### config.mk
export PLATFORM = sky130hd
export DESIGN_NAME = nbt_ctrl
export DESIGN_NICKNAME = d
export VERILOG_FILES = /design/src/rtl/core/nbt_pkg.sv /design/src/rtl/core/nbt_ctrl.sv
export SDC_FILE = /design/constraint.sdc
export NUM_CORES = 1
export LEC_CHECK = 0
export ABC_AREA = 1
export BUFFER_PORTS_ARGS = -buffer_cell sky130_fd_sc_hd__buf_4
export CAP_MARGIN = 20
export CORE_AREA = 2 2 39 41
export CTS_CLUSTER_SIZE = 16
export DETAILED_ROUTE_END_ITERATION = 7
export DIE_AREA = 0 0 41 43
export PLACE_DENSITY = 0.62
export SLEW_MARGIN = 20
export SYNTH_ARGS = -nofsm -noshare
export SYNTH_HDL_FRONTEND = slang
export SYNTH_SLANG_ARGS = --single-unit
### constraint.sdc
create_clock -name clk -period 2.2 [get_ports clk]
set_input_delay 0.55 -clock clk [delete_from_list [all_inputs] [get_ports clk]]
set_output_delay 0.55 -clock clk [all_outputs]
set_load 0.05 [all_outputs]
### src/rtl/core/nbt_pkg.sv
package nbt_pkg;

  localparam int unsigned MaxTracks = 16;
  localparam int unsigned MaxBlobs  = 16;
  localparam int unsigned SlotW     = $clog2(MaxTracks);
  localparam int unsigned BlobW     = $clog2(MaxBlobs);
  localparam int unsigned BcntW     = $clog2(MaxBlobs + 1);

  localparam logic [11:0] RadiusReset = 12'd100;
  localparam logic [15:0] GainReset   = 16'd655;

  typedef enum logic [1:0] {
    OC_EMPTY   = 2'd0,
    OC_MATCHED = 2'd1,
    OC_NEW     = 2'd2,
    OC_DROPPED = 2'd3
  } outcome_t;

  typedef enum logic {
    CFG_RADIUS = 1'b0,
    CFG_GAIN   = 1'b1
  } cfg_idx_t;

  typedef enum logic [3:0] {
    ST_IDLE,
    ST_SCAN,
    ST_SMX,
    ST_SMY,
    ST_UPD,
    ST_FREE,
    ST_EMIT,
    ST_EMPTY,
    ST_OUT
  } state_t;

  // controller to datapath
  typedef struct packed {
    logic load_blob;   // capture input beat, start a slot scan
    logic scan_step;   // compare one slot
    logic sm_x;        // smoothing multiply x
    logic sm_y;        // smoothing multiply y
    logic upd;         // record the blob and its match in the frame buffer
    logic free_dead;   // release unclaimed slots
    logic emit_load;   // form one result
    logic empty_load;  // form empty frame result
    logic frame_done;  // clear claims and count
  } nbt_cmd_t;

  // datapath to controller
  typedef struct packed {
    logic scan_last;
    logic found;
    logic emit_last;
    logic has_blobs;
    logic take_blob;
  } nbt_sts_t;

endpackage

### src/rtl/core/nbt_ctrl.sv
module nbt_ctrl (
  input  logic             clk,
  input  logic             rst_n,
  input  logic             in_valid,
  input  logic             in_frame_end,
  output logic             in_ready,
  output logic             out_valid,
  input  logic             out_ready,
  input  nbt_pkg::nbt_sts_t sts,
  output nbt_pkg::nbt_cmd_t cmd
);

  nbt_pkg::state_t state_r, state_nxt;
  logic fend_r, fend_nxt;

  always_ff @(posedge clk) begin
    if (!rst_n) begin
      state_r <= nbt_pkg::ST_IDLE;
      fend_r  <= 1'b0;
    end else begin
      state_r <= state_nxt;
      fend_r  <= fend_nxt;
    end
  end

  always_comb begin
    state_nxt = state_r;
    fend_nxt  = fend_r;
    cmd       = '0;
    in_ready  = 1'b0;
    out_valid = 1'b0;
    unique case (state_r)
      nbt_pkg::ST_IDLE: begin
        in_ready = 1'b1;
        if (in_valid) begin
          cmd.load_blob = 1'b1;
          fend_nxt      = in_frame_end;
          if (sts.take_blob) state_nxt = nbt_pkg::ST_SCAN;
          else if (in_frame_end) state_nxt = nbt_pkg::ST_FREE;
        end
      end
      nbt_pkg::ST_SCAN: begin
        cmd.scan_step = 1'b1;
        if (sts.scan_last) begin
          if (sts.found) state_nxt = nbt_pkg::ST_SMX;
          else state_nxt = nbt_pkg::ST_UPD;
        end
      end
      nbt_pkg::ST_SMX: begin
        cmd.sm_x  = 1'b1;
        state_nxt = nbt_pkg::ST_SMY;
      end
      nbt_pkg::ST_SMY: begin
        cmd.sm_y  = 1'b1;
        state_nxt = nbt_pkg::ST_UPD;
      end
      nbt_pkg::ST_UPD: begin
        cmd.upd   = 1'b1;
        state_nxt = fend_r ? nbt_pkg::ST_FREE : nbt_pkg::ST_IDLE;
      end
      nbt_pkg::ST_FREE: begin
        cmd.free_dead = 1'b1;
        state_nxt = sts.has_blobs ? nbt_pkg::ST_EMIT : nbt_pkg::ST_EMPTY;
      end
      nbt_pkg::ST_EMIT: begin
        cmd.emit_load = 1'b1;
        state_nxt     = nbt_pkg::ST_OUT;
      end
      nbt_pkg::ST_EMPTY: begin
        cmd.empty_load = 1'b1;
        state_nxt      = nbt_pkg::ST_OUT;
      end
      nbt_pkg::ST_OUT: begin
        out_valid = 1'b1;
        if (out_ready) begin
          if (sts.emit_last) begin
            cmd.frame_done = 1'b1;
            state_nxt      = nbt_pkg::ST_IDLE;
          end else begin
            state_nxt = nbt_pkg::ST_EMIT;
          end
        end
      end
      default: state_nxt = nbt_pkg::ST_IDLE;
    endcase
  end

endmodule

* After elaboration in Yosys (flattened, before gate mapping)
Cells that the tools add are included.
Operators by class: equal/unequal tests 12, multiplexer cells 24, reduce and logical (&&, ||, !) cells 4
Operators by type and width (count):
- $pmux 4 s8 | 1
- $mux 4 | 5
- $eq 4x3->1 const B | 4
- $mux 1 | 15
- $mux 3 | 3
- $eq 4x2->1 const B | 2
- $ne 2x2->1 const B | 3
- $eq 4x1->1 const B | 1
- $eq 4x4->1 const B | 1
- $logic_not 4->1 | 1
- $reduce_and 4->1 | 1
- $ne 3x3->1 const B | 1
- $reduce_and 2->1 | 1
- $reduce_or 2->1 | 1
Storage, ports and cells: bits in registers 5, output and inout bits 11, logic and storage cells 42

* Logic depth before layout (Yosys ltp)
Gate-level depths: netlist of run 1.
depth in word-level cells 4, gate-level depth with buffers 8, depth with buffers taken out 8

* Worst setup path after synthesis of run 1
No wires, ideal clock.
path kind reg2out, start reg state_r[1], end out cmd[4] in the netlist's numbering, data arrival time 1.702 ns, required time 1.650 ns, path slack -0.052 ns, stages on the path, launching flop included 4, buffers on the path 0, cells stage by stage dfxtp_1 -> nor2_2 -> inv_2 -> nor3_1
RTL lines:
- start, declared | line nbt_ctrl.sv:13 | nbt_pkg::state_t state_r, state_nxt;
- start signal, assigned | line nbt_ctrl.sv:18 | state_r <= nbt_pkg::ST_IDLE;
- start signal, assigned | line nbt_ctrl.sv:21 | state_r <= state_nxt;
- end, declared | line nbt_ctrl.sv:10 | output nbt_pkg::nbt_cmd_t cmd

==> results of run 1 <==
-- through the flow --
stage | power, mW | instances | setup slack (ns) | hold WS, ns | utilization
5_1_grt | 0.646 | 110 | 0.124 | 0.527 | 0.447
3_3_place_gp | 0.509 | 106 | 0.461 | 0.484 | 0.428
6_report | 0.605 | 110 | 0.227 | 0.485 | 0.447
3_5_place_dp | 0.505 | 106 | 0.485 | 0.482 | 0.428
2_1_floorplan | 0.410 | 70 | 0.275 | 0.456 | -
4_1_cts | 0.612 | 110 | 0.217 | 0.490 | 0.447
-- flip-flops by register name, summed over array words and instances (netlist names) --
name and count:
fend_r 1, state_r 4
-- Yosys cell counts, drive strengths merged --
library cell,n
nand2,16
inv,15
nor2,14
nand3,10
dfxtp,5
a21oi,3
nand3b,2
nor3,2
o21ai,2
clkinv,1
-- routing by layer --
layer | vias to the layer above | part of all wire
met4 | 0 | 0
met1 | 214 | 0.44
li1 | 265 | -
met3 | 0 | 0.048
met2 | 12 | 0.51
met5 | - | 0
-- layout by cell type, fill, tap and decap left out, drive strengths merged --
cell type and n:
nand3 10, dfxtp 5, inv 15, a21oi 3, clkbuf 4, clkinv 1
buf 20, nor3 2, nor2 14, nand3b 2, o21ai 2, nand2 16
-- critical path, stage by stage (launching register included) --
cell      delay [ns]
dfxtp_1         0.38
nor2_2          0.30
inv_2           0.10
nor2_4          0.10
nand2_2         0.06
clkinv_2        0.05
buf_4           0.18
-- final timing paths --
kind | from | endpoint | slack [ns] | cells past startpoint
hold / removal | fend_r$_SDFFE_PN0P_ | fend_r$_SDFFE_PN0P_ | 0.49 | 2
hold reg to reg | fend_r$_SDFFE_PN0P_ | fend_r$_SDFFE_PN0P_ | 0.49 | 2
setup / recovery | state_r[1]$_SDFFE_PN0P_ | cmd[8] | 0.23 | 6
setup reg to reg | state_r[0]$_SDFFE_PN0P_ | state_r[1]$_SDFFE_PN0P_ | 0.94 | 7
-- power by group --
group          internal (mW)  switching, mW  total, mW
clock network         0.0683         0.0329      0.101
logic                  0.118          0.258      0.376
registers              0.107         0.0208      0.128
total                  0.293          0.312      0.605
-- cell families (layout without fill, tap and decap cells) --
logic type | after synthesis | after routing
flip-flops | 5 | 5
buffers and inverters | 16 | 40
AO/OA/AOI/OAI | 5 | 5
AND/OR/NAND/NOR | 44 | 44
-- final cells by class --
class | count | area [um^2] | area share
timing repair buffer | 20 | 150 | 0.243
inverter | 16 | 61.3 | 0.0992
multi-input combinational | 49 | 260 | 0.421
sequential | 5 | 100 | 0.162
tap | 16 | 20.0 | 0.0324
clock buffer | 4 | 26.3 | 0.0425
==> impl_metrics.toml, run 1 <==
[outcome]
status = "completed"

[global_routing]
gr-total-overflow = 0
grt_use_met2 = 0.213
grt_max_degree = 11
top_usage_layer = "met2"
use_met3 = 0.0157
grt_pass1_wl_um = 1680
grt.total_usage = 0.135
first_global_vias = 434
grt_antenna_before_repair = 0
met1_usage = 0.174

[yosys]
synth.area.mux_share = 0
synth-compound-area-share = 0.0790
synth_top_family_by_area = "simple AND/OR/NAND/NOR gates"
synth.top_cell.area_share = 0.243
syn_inst = 70
ys_seq_area_frac = 0.243
synth_top_cells_by_area = "dfxtp_1 24%, nand3_1 12%, inv_1 12%"
ys_warn_count = 0
synth_seq_cells = 5
synthAdderAreaFrac = 0
yosysTopAreaCell = "dfxtp_1"
avgSynthCellArea_um2 = 5.88
synth_fp_nets = 80
synth_xor_xnor_area_share = 0
yosys.area_share.simple = 0.529
netlist-cell-type-count = 16
synth_area_um2 = 412

[cells_and_area]
area_growth_pct = 50.2
fin_nets = 105
drive_gt1_frac = 0.404
diodes = 0
final_cell_area_um2 = 618
fillers = 156

[sta]
finalCritPeriodShare = 0.897
setup_violations = 0
finalMaxSlewViolations = 0
fin_setup_tns_ns = 0
fin_crit_ns = 1.97
tightest_slew_ns = 0.321
relSlewSlack = 0.786
clock.fmax_mhz = 507
fin_skew_ns = 0.000358
finalHoldViolations = 0
rsz0062_at_grt = "no"

[clocking]
cts_setup_buffers = 0
tritoncts = "done"
numCtsBuffers = 3
postCtsResizedCells = 0
hold_buffers = 0
cts.path.max_buffers = 2
clkSlewWorstSetupHoldPaths_ns = 0.04
root_buffer = "clkbuf_4"
clock-sinks = 5
h-tree-depth = 1
worstSkewPairLatency_ns = 0.23

[route]
num_vias = 491
ant_nets = 0
wirelength_um = 1030
drc = 0
viasPerCell = 4.46
drtIter0Drc = 18
first_pass_iters = 4
routedWlPerCell_um = 9.33

[critical_path]
worstSetupEndpointType = "output port"
critPathArrivalTime_ns = 1.42
crit_type = "reg -> out"
cp.required_ns = 1.65
cp-start-kind = "register"
crit_path_max_fanout = 7

[pwr]
p_leak_nw = 0.365
p_per_area_nw_per_um2 = 979
ir_drop_uv = 394

[place]
io_buffer_count = 20
globalplace.congestion = 0.794
hpwl_um = 839
placed_area_um2 = 592

[floorplanning]
io_pins = 21
rows = 14
dieArea_um2 = 1760
fp.dieH_um = 43
start_util = 0.297
core_area_um2 = 1380
die_w_um = 41

[min_path]
holdCritPathClass = "reg -> reg"

[job]
maxCapViolCount = 0
(Power assumes the default switching activity.)
==> run 2, diff against run 1 <==
--- a/config.mk
+++ b/config.mk
@@ -12,7 +12,7 @@
 export CTS_CLUSTER_SIZE = 16
 export DETAILED_ROUTE_END_ITERATION = 7
 export DIE_AREA = 0 0 41 43
-export PLACE_DENSITY = 0.62
+export PLACE_DENSITY = 0.58
 export SLEW_MARGIN = 20
 export SYNTH_ARGS = -nofsm -noshare
 export SYNTH_HDL_FRONTEND = slang
==> run 2 against run 1 <==
  * Flip-flop and latch count did not move
  * Register-to-register slack improved by 0.02 ns
  * Worst hold slack improved by 0.0029 ns
  * Die area did not move
  * Worst setup slack improved by 0.0079 ns
  * Clock skew rose by 0.00058 ns
  * Clock power rose by 8%
  * Sequential power barely moved
  * Critical path depth did not move
  * Largest cell class unchanged
==> impl_metrics.toml, run 2 (synthesis gave the netlist of run 1 again) <==
[route]
drtIter0Drc = 4
viasPerCell = 4.43
routedWlPerCell_um = 9.45
num_vias = 487
first_pass_iters = 4
wirelength_um = 1040
drc = 0
ant_nets = 0

[floorplanning]
core_area_um2 = 1380
die_w_um = 41
dieArea_um2 = 1760
start_util = 0.297
fp.dieH_um = 43
rows = 14
io_pins = 21

[pwr]
ir_drop_uv = 571
p_per_area_nw_per_um2 = 986
p_leak_nw = 0.365

[sta]
setup_violations = 0
fin_setup_tns_ns = 0
finalMaxSlewViolations = 0
relSlewSlack = 0.790
rsz0062_at_grt = "no"
finalCritPeriodShare = 0.893
finalHoldViolations = 0
fin_crit_ns = 1.97
tightest_slew_ns = 0.315
clock.fmax_mhz = 509
fin_skew_ns = 0.000937

[outcome]
status = "completed"

[job]
maxCapViolCount = 0

[critical_path]
crit_type = "reg -> out"
cp.required_ns = 1.65
critPathArrivalTime_ns = 1.42
crit_path_max_fanout = 7
r2r_cells = 6
cp-start-kind = "register"
worstSetupEndpointType = "output port"

[cells_and_area]
largest_reg_flops = 4
layout_common_cells = "20 x buf_4, 13 x inv_1, 13 x nand2_1"
fin_nets = 105
top_register = "state_r"
area_growth_pct = 50.2
final_cell_area_um2 = 618
mostFrequentLayoutCell = "buf_4"
regArea_um2 = 100
diodes = 0
fillers = 158
largestRegisters = "state_r: 4 flops, fend_r: 1 flops"
multi_input_comb_area_um2 = 260
drive_gt1_frac = 0.404

[clocking]
cts.path.max_buffers = 2
h-tree-depth = 1
postCtsResizedCells = 0
cts_setup_buffers = 0
clkSlewWorstSetupHoldPaths_ns = 0.04
root_buffer = "clkbuf_4"
numCtsBuffers = 3
tritoncts = "done"
worstSkewPairLatency_ns = 0.25
hold_buffers = 0
clock-sinks = 5

[global_routing]
first_global_vias = 462
grt.total_usage = 0.155
grt_antenna_before_repair = 0
gr-total-overflow = 0
grt_pass1_wl_um = 1830
grt_max_degree = 11

[place]
hpwl_um = 856
globalplace.congestion = 0.850
io_buffer_count = 20
placed_area_um2 = 592

[min_path]
min_delay_path_depth = 2
holdCritPathClass = "reg -> reg"
## run 2: cell counts in the layout (fill, tap and decap cells not counted)
No cell type changed its count.
## run 2: worst max-delay path, cell delays in order (launching register included)
cell and delay, ns:
dfxtp_1 0.37, nor2_2 0.29, inv_2 0.10, nor2_4 0.10, nand2_2 0.06, clkinv_2 0.05
buf_4 0.18
## run 2: layout make-up
cell class / count / share of cell area
Inverter: 16 / 0.0992
Sequential cell: 5 / 0.162
Tap cell: 16 / 0.0324
Timing Repair Buffer: 20 / 0.243
Clock buffer: 4 / 0.0425
Multi-Input combinational cell: 49 / 0.421
## run 2: worst paths after layout
| path | start | to | slack (ns) |
|---|---|---|---|
| setup / recovery | state_r[1]$_SDFFE_PN0P_ | cmd[8] | 0.23 |
| hold / removal | fend_r$_SDFFE_PN0P_ | fend_r$_SDFFE_PN0P_ | 0.49 |
| setup reg to reg | state_r[1]$_SDFFE_PN0P_ | state_r[1]$_SDFFE_PN0P_ | 0.96 |
| hold reg to reg | fend_r$_SDFFE_PN0P_ | fend_r$_SDFFE_PN0P_ | 0.49 |
## run 2: per-stage QoR
step           hold slack [ns]  total power, mW  setup WS (ns)  utilization  std cells
6_report                 0.488            0.610          0.235        0.447        110
5_1_grt                  0.529            0.665          0.122        0.447        110
4_1_cts                  0.489            0.622          0.209        0.447        110
3_5_place_dp             0.482            0.505          0.485        0.428        106
3_3_place_gp             0.483            0.508          0.458        0.428        106
2_1_floorplan            0.456            0.410          0.275            -         70
## run 2: where the power goes
part / switching [mW] / internal [mW] / total, mW
clock network: 0.0401 / 0.0687 / 0.109
logic: 0.257 / 0.118 / 0.375
registers: 0.0189 / 0.107 / 0.126
total: 0.316 / 0.293 / 0.610
## run 2: layer usage
layer | share of wire | global-route usage
met1 | 0.45 | 0.207
met3 | 0.029 | 0.0314
met2 | 0.50 | 0.216
met4 | 0.021 | 0.100
met5 | 0 | 0
==> run 3, diff against run 2 <==
--- a/config.mk
+++ b/config.mk
@@ -6,7 +6,7 @@
 export NUM_CORES = 1
 export LEC_CHECK = 0
 export ABC_AREA = 1
-export BUFFER_PORTS_ARGS = -buffer_cell sky130_fd_sc_hd__buf_4
+export BUFFER_PORTS_ARGS = -buffer_cell sky130_fd_sc_hd__buf_2
 export CAP_MARGIN = 20
 export CORE_AREA = 2 2 39 41
 export CTS_CLUSTER_SIZE = 16
==> run 3 against run 2 <==
  * Sequential share of layout area is 1.4 points higher
  * Worst setup slack worse by 0.052 ns
  * Core utilization is 3.6 points lower
  * Largest power group unchanged
  * Design area is 8.1% lower
  * Critical path type unchanged
  * Largest cell class unchanged
  * Non-clock buffer count stayed put
  * Worst hold slack better by 0.0053 ns
  * Maximum frequency is 2.6% lower
  * Clock-buffer cell count stayed put
  * Global-route usage is 0.43 points lower
  * Highest routed layer unchanged
==> impl_metrics.toml, run 3 (synthesis gave the netlist of run 1 again) <==
[place]
io_buffer_count = 20
place_inst = 106
hpwl_um = 859
globalplace.congestion = 0.848

[critical_path]
slowest_delay_ns = 0.38
cp-start-kind = "register"
crit_path_max_fanout = 7
r2r_cells = 7
cp-endpoint = "cmd[8]"
cpMaxStageDelayCell = "dfxtp_1"
cp.required_ns = 1.65
crit_type = "reg -> out"
timing.rr.start = "state_r[0]$_SDFFE_PN0P_"
critPathLaunch = "state_r[1]$_SDFFE_PN0P_"
critPathArrivalTime_ns = 1.47
reg2reg_to = "state_r[1]$_SDFFE_PN0P_"
reg2reg_slack_ns = 0.91
crit_chain = "nor2_2, inv_2, nor2_4, nand2_2, clkinv_2, buf_2"
worstSetupEndpointType = "output port"

[sta]
finalCritPeriodShare = 0.917
finalHoldViolations = 0
fin_skew_ns = 0.00106
finalMaxSlewViolations = 0
setup_violations = 0
rsz0062_at_grt = "no"
tightest_slew_ns = 0.305
clock.fmax_mhz = 496
relSlewSlack = 0.797
fin_crit_ns = 2.02
fin_setup_tns_ns = 0

[global_routing]
grt_antenna_before_repair = 0
grt.total_usage = 0.151
first_global_vias = 453
grt_max_degree = 11
grt_pass1_wl_um = 1830
gr-total-overflow = 0

[cells_and_area]
mostFrequentLayoutCell = "buf_2"
drive_gt1_frac = 0.404
top_register = "state_r"
largestRegisters = "state_r: 4 flops, fend_r: 1 flops"
regArea_um2 = 100
largest_reg_flops = 4
fin_nets = 105
multi_input_comb_area_um2 = 260
fillers = 151
finalNonFillerCells = 110
post-route-util = 0.410
layout_common_cells = "20 x buf_2, 13 x inv_1, 13 x nand2_1"
area_growth_pct = 38.0
diodes = 0

[clocking]
h-tree-depth = 1
hold_buffers = 0
numCtsBuffers = 3
clkSlewWorstSetupHoldPaths_ns = 0.04
postCtsResizedCells = 0
tritoncts = "done"
root_buffer = "clkbuf_4"
cts.path.max_buffers = 2
clock-sinks = 5
worstSkewPairLatency_ns = 0.23
cts_setup_buffers = 0

[job]
maxCapViolCount = 0

[floorplanning]
core_area_um2 = 1380
rows = 14
fp.dieH_um = 43
die_w_um = 41
dieArea_um2 = 1760
io_pins = 21
start_util = 0.297

[pwr]
p_leak_nw = 0.356
p_per_area_nw_per_um2 = 1030
power_mw = 0.583
ir_drop_uv = 545

[route]
drc = 0
drtIter0Drc = 3
ant_nets = 0
first_pass_iters = 4
wirelength_um = 1020
viasPerCell = 4.41
routedWlPerCell_um = 9.24
num_vias = 485

[outcome]
status = "completed"

[min_path]
holdCritPathClass = "reg -> reg"
[run 3: cell types whose count changed in the layout (fill, tap and decap cells not counted)]
cell / delta
buf_2: +20
buf_4: -20
[run 3: per-layer routing]
layer | track usage | wire, um | vias to the layer above
li1 | - | - | 263
met1 | 0.203 | 457 | 212
met2 | 0.225 | 514 | 8
met3 | 0.0157 | 32 | 2
met4 | 0.0800 | 11 | 0
met5 | 0 | 0 | -
[run 3: worst min path at each step]
stage	start	end	slack [ns]	cells past startpoint
2_1_floorplan	fend_r$_SDFFE_PN0P_	fend_r$_SDFFE_PN0P_	0.46	2
3_3_place_gp	fend_r$_SDFFE_PN0P_	fend_r$_SDFFE_PN0P_	0.48	2
3_5_place_dp	fend_r$_SDFFE_PN0P_	fend_r$_SDFFE_PN0P_	0.48	2
4_1_cts	fend_r$_SDFFE_PN0P_	fend_r$_SDFFE_PN0P_	0.49	2
5_1_grt	fend_r$_SDFFE_PN0P_	fend_r$_SDFFE_PN0P_	0.51	2
6_report	fend_r$_SDFFE_PN0P_	fend_r$_SDFFE_PN0P_	0.49	2
[run 3: worst max-delay path: cells and delay by family, from the launching register on]
family / cells / cell delay, ns
buffers and inverters: 3 / 0.40
flip-flops: 1 / 0.38
AND/OR/NAND/NOR: 3 / 0.44
[run 3: cell type report]
class / instances / share of cell area
repair buffers: 20 / 0.176
flip-flops and latches: 5 / 0.176
multi-input cells: 49 / 0.458
clock buffers: 4 / 0.0463
well taps: 16 / 0.0352
inverters: 16 / 0.108
[run 3: power by group]
part           leakage [nW]  switching [mW]  total, mW  internal (mW)
logic                 0.300           0.257      0.353         0.0954
registers            0.0408          0.0207      0.128          0.107
clock network        0.0150          0.0346      0.103         0.0684
[run 3: through the flow]
step                      setup WS (ns)  hold slack, ns  area, um^2
final                             0.182           0.494         568
after global routing             0.0431           0.507         568
after CTS                         0.164           0.492         568
after detailed placement          0.431           0.484         542
after global placement            0.410           0.484         542
after floorplan                   0.275           0.456         422
